### src/hw/rtl/pffs_pkg.sv
`timescale 1ns / 1ps
// ----------------------------------------------------------------------------
// pffs_pkg
// Shared constants, codes and types for the page frame free stack.
// ----------------------------------------------------------------------------
package pffs_pkg;

    localparam int STORE_DEPTH = 4096;
    localparam int PAGE_SHIFT  = 12;

    localparam int ADDR_W    = 64;
    localparam int PFN_W     = 52;
    localparam int REQ_W     = 2;
    localparam int STS_W     = 2;
    localparam int FCNT_W    = 13;
    localparam int CFG_IDX_W = 8;
    localparam int IDX_W     = $clog2(STORE_DEPTH);
    localparam int CNT_W     = $clog2(STORE_DEPTH + 1);

    typedef logic [ADDR_W-1:0]    t_addr;
    typedef logic [PFN_W-1:0]     t_pfn;
    typedef logic [REQ_W-1:0]     t_req;
    typedef logic [STS_W-1:0]     t_sts;
    typedef logic [FCNT_W-1:0]    t_fcnt;
    typedef logic [CFG_IDX_W-1:0] t_cfg_idx;
    typedef logic [IDX_W-1:0]     t_idx;
    typedef logic [CNT_W-1:0]     t_cnt;

    localparam t_cnt DEPTH_CNT = CNT_W'(STORE_DEPTH);

    localparam t_req REQ_ALLOC = 2'd0;
    localparam t_req REQ_FREE  = 2'd1;
    localparam t_req REQ_BUILD = 2'd2;

    localparam t_sts ST_OK     = 2'd0;
    localparam t_sts ST_EMPTY  = 2'd1;
    localparam t_sts ST_REJECT = 2'd2;
    localparam t_sts ST_FULL   = 2'd3;

    localparam t_cfg_idx CFG_START = 8'd0;
    localparam t_cfg_idx CFG_END   = 8'd1;

    typedef struct packed {
        logic accept;
        logic build_step;
        logic finish;
    } t_cmd;

    typedef struct packed {
        logic req_is_build;
        logic bld_more;
        logic bld_full;
        logic out_free;
    } t_stat;

endpackage

### src/hw/rtl/pffs_ctrl.sv
`timescale 1ns / 1ps
// ----------------------------------------------------------------------------
// pffs_ctrl
// Request sequencer: accept, single-entry finish, rebuild walk.
// ----------------------------------------------------------------------------
module pffs_ctrl import pffs_pkg::*; (
    input  logic  i_clk,
    input  logic  i_rst_n,
    input  logic  i_req_valid,
    output logic  o_req_ready,
    input  t_stat i_stat,
    output t_cmd  o_cmd
);

    localparam logic [1:0] S_IDLE  = 2'd0;
    localparam logic [1:0] S_FIN   = 2'd1;
    localparam logic [1:0] S_BUILD = 2'd2;

    logic [1:0] r_state;
    logic [1:0] n_state;

    always_comb begin
        n_state     = r_state;
        o_cmd       = '0;
        o_req_ready = (r_state == S_IDLE);
        unique case (r_state)
            S_IDLE: begin
                if (i_req_valid) begin
                    o_cmd.accept = 1'b1;
                    n_state      = i_stat.req_is_build ? S_BUILD : S_FIN;
                end
            end
            S_FIN: begin
                if (i_stat.out_free) begin
                    o_cmd.finish = 1'b1;
                    n_state      = S_IDLE;
                end
            end
            S_BUILD: begin
                if (i_stat.bld_more && !i_stat.bld_full) begin
                    o_cmd.build_step = 1'b1;
                end else if (i_stat.out_free) begin
                    o_cmd.finish = 1'b1;
                    n_state      = S_IDLE;
                end
            end
            default: begin
                n_state = S_IDLE;
            end
        endcase
    end

    always_ff @(posedge i_clk) begin
        if (!i_rst_n) begin
            r_state <= S_IDLE;
        end else begin
            r_state <= n_state;
        end
    end

endmodule

### config.mk
export PLATFORM = sky130hd
export DESIGN_NAME = pffs_ctrl
export DESIGN_NICKNAME = d
export VERILOG_FILES = /design/src/hw/rtl/pffs_pkg.sv /design/src/hw/rtl/pffs_ctrl.sv
export SDC_FILE = /design/constraint.sdc
export NUM_CORES = 1
export LEC_CHECK = 0
export BUFFER_PORTS_ARGS = -buffer_cell sky130_fd_sc_hd__buf_4
export CORE_AREA = 8 8 45 47
export DETAILED_ROUTE_END_ITERATION = 10
export DIE_AREA = 0 0 53 55
export PLACE_DENSITY = 0.32
export SLEW_MARGIN = 40
export SYNTH_ARGS = -nofsm -noshare
export SYNTH_HDL_FRONTEND = slang
export SYNTH_SLANG_ARGS = --single-unit
### constraint.sdc
create_clock -name i_clk -period 3.97 [get_ports i_clk]
set_clock_uncertainty 0.1 [all_clocks]
set_input_delay 0.397 -clock i_clk [delete_from_list [all_inputs] [get_ports i_clk]]
set_output_delay 0.397 -clock i_clk [all_outputs]
set_load 0.03 [all_outputs]
Word level (Yosys, flattened, before mapping)

Cells that the tools add are included.

Add/subtract/negate cells: 0
$mul: 0
Div/mod/pow operators: 0
$lt $le $gt $ge: 0
Eq/ne operators: 4
Shift operators: 0
Multiplexer cells: 12
Bitwise logic cells: 0
Reductions and logical operators: 4

Operators with widths:

| cell                 | count |
|---|---|
| $mux W2              | 4 |
| $mux W1              | 6 |
| $pmux W2 S3          | 1 |
| $ne A2 B2 Y1 const B | 2 |
| $eq A2 B1 Y1 const B | 1 |
| $eq A2 B2 Y1 const B | 1 |
| $logic_not A2 Y1     | 1 |
| $pmux W1 S2          | 1 |
| $reduce_and A2 Y1    | 1 |
| $logic_and A1 B1 Y1  | 1 |
| $logic_not A1 Y1     | 1 |

Register bits after elaboration: 2
Latch bits: 0
Bits in writable memories: 0
Memory bits (read-only): 0
Input port bits: 7
Output and inout bits: 4
Word-level logic and storage cells: 21
Memories kept: 0

Longest topological paths before layout

Depth in word-level cells: 4
Depth in mapped cells: 5
Mapped depth without buffers: 5

Worst setup path before layout

OpenSTA, ideal clock, no wires.

Path type: register -> output
Start: register r_state[0]
End: output o_cmd[0] (netlist name)
Arrival time: 1.127 ns
Data required time: 3.473 ns
Slack: 2.346 ns
Stages on the path, launching flop included: 5
Path buffers: 0
Cells stage by stage: dfxtp_1 > inv_1 > ha_1 > nand2_1 > nor2_1

RTL lines:

| item                   | line            | source |
|---|---|---|
| from (decl)            | pffs_ctrl.sv:19 | `logic [1:0] r_state;` |
| from (signal assigned) | pffs_ctrl.sv:57 | `r_state <= n_state;` |
| to (decl)              | pffs_ctrl.sv:12 | `output t_cmd o_cmd` |

==> run summary <==
post-route setup TNS = 0 ns
Die Wd = 53 µm
critical path capture point type = primary output
Clock Power Share = 35.0%
DRT iter0 DRCs = 2
HP Class = in2reg
first-pass GRT wire length = 779 µm
CTS Hold Buffers Added = 0
RSZ-0062 raised after global routing = false
clk buf depth = 2
largest net degree at the start of global routing = 6
cell row count = 14
total iterations of the first detailed-routing run = 2
H-Tree Depth = 1
Worst-Skew Late Latency = 0.23 ns
Antenna Diode Count = 0
share of the synthesized area in the top cell type = 22.4%
max incr delay on CP = 0.35 ns
CTS tree = done
Final Critical Period = 1.76 ns
fin cells = 51
crit share post-route = 44.3%
vias in the first global route = 187
Biggest register = r_state
vias per inst = 3.80
synthesized flop and latch total = 2
Starting Density = 12.9%
Int Power = 83.3 µW
sequential share of the synthesized area = 22.4%
PwrDens = 439 nW/µm²
Worst Path Required = 3.47 ns
Worst Tran Pin Value = 0.175 ns
GPL Wtd Cong = 0.711
Wirelength per Cell = 9.71 µm
status = finished clean
initial antenna violation count = 0
nets = 47
sw frac = 36.1%
synth top area cells = dfxtp_1, ha_1, mux2i_1
Setup crit start kind = flop
critical path fanouts, max = 3
max FFs per register = 2
critical path's slowest cell = dfxtp_1
biggest regs = r_state x2
cell area after layout = 297 µm²
Max-slew headroom = 88.4%
Final Hold Viols = 0
routed wire length = 495 µm
Final ANT Viol Nets = 0
cells along the critical path = inv_1, ha_1, nand2_1, nor2_1, buf_4
sequential power share = 20.6%
Core Area = 1380 µm²
P_leak = 0.140 nW
delay-heaviest family, CP = flip-flops
GRT Resource Usage Total = 3.98%
syn nets = 32
maximum vdd ir drop = 0.153 mV
Synth warnings = 0
final setup fails = 0
IO Pins = 11
Comb pwr share = 44.5%
DRC = 0
Vias = 194
Die Height = 55 µm
Synth area leader = dfxtp_1
Worst Path Buf+Inv = 2
global route overflow = 0
Sink Count = 2
Placed Cells incl. Taps = 48
DP HPWL = 409 µm
Synth cell types = 15
Num CTS Buffers = 3
Max Slew Vio Count = 0
clk root buf = clkbuf_4
Synth Area per Inst = 8.13 µm²
Critical Path AT = 1.26 ns
clock slew at reported path FFs = 0.03 ns
switching power = 47.0 µW
Power Total = 130 µW
PortBufs = 10
area growth from synthesis to layout = 65.7%
layout cells sized above 1 = 42.9%
Area after DPL = 274 µm²
FMAX = 569 MHz
Mapped Area = 179 µm²
Max Cap Violations = 0
DIE AREA = 2920 µm²
cts repair resizes = 0
critical path type = reg2out
setup bufs post-CTS = 0
Syn Inst Count = 22
## power by group through the flow
stage               sequential, mW  clock [mW]  combinational [mW]
finish                      0.0268      0.0456              0.0579
global route                0.0275      0.0479              0.0647
CTS                         0.0268      0.0472              0.0588
detailed placement          0.0271           0              0.0583
global placement            0.0268           0              0.0581
floorplan                   0.0261           0              0.0394
## stage by stage
step	hold WS (ns)	setup WS, ns	util, %
after floorplan	0.355	2.35	-
after global placement	0.378	2.47	19.8
after detailed placement	0.390	2.46	19.8
after CTS	0.357	2.21	21.4
after global routing	0.373	2.10	21.4
final	0.359	2.21	21.4
## cell usage in the layout (no fill, tap or decap)
cell / n
clkinv_1: 1
nand3b_1: 1
clkbuf_4: 3
nand2_1: 3
a221o_2: 1
ha_1: 3
a21oi_1: 1
clkinvlp_2: 1
nand2b_1: 1
buf_4: 10
and3b_1: 1
nand3_1: 1
inv_1: 2
mux2i_1: 2
dfxtp_1: 2
nor2_1: 1
and2_1: 1
## synth_stat cells (all sizes together)
cell	number
a21oi	1
a221o	1
and2	1
and3b	1
clkinv	1
clkinvlp	1
dfxtp	2
ha	3
inv	2
mux2i	2
nand2	3
nand2b	1
nand3	1
nand3b	1
nor2	1
## final timing paths
check,startpoint,endpoint,slack [ns],cells after the start
max,r_state[0]$_SDFFE_PN0P_,o_cmd[0],2.21,5
min,i_rst_n,r_state[0]$_SDFFE_PN0P_,0.36,3
max reg2reg,r_state[0]$_SDFFE_PN0P_,r_state[1]$_SDFFE_PN0P_,2.48,5
min reg2reg,r_state[1]$_SDFFE_PN0P_,r_state[1]$_SDFFE_PN0P_,0.39,2
## metal layers
metal  vias up  part of all wire (%)  track usage, %
met1        81                    47            3.79
met3         0                    21            4.81
met4         0                     0            2.59
met5         -                     0               0
li1         99                     -               -
met2        14                    31            4.69
## final cells by class
cell class	count	area, µm²
sequential	2	40.0
tap	16	20.0
timing repair buffer	10	75.1
clock buffer	3	22.5
multi-input combinational	16	123
inverter	4	16.3
fill	156	1090
## cell families (layout without fill, tap and decap cells)
logic type,after synthesis,after routing,share of synthesized area [%]
mux,2,2,11.2
flops,2,2,22.4
buf+inv,4,17,9.09
fa+ha+maj,3,3,21.0
compound gates,2,2,9.09
simple gates,9,9,27.3
## worst min-delay path: stages
cell and delay (ns):
buf_4 0.12, nand2_1 0.06, mux2i_1 0.06
No activity file was read; power rests on OpenSTA's default activity.
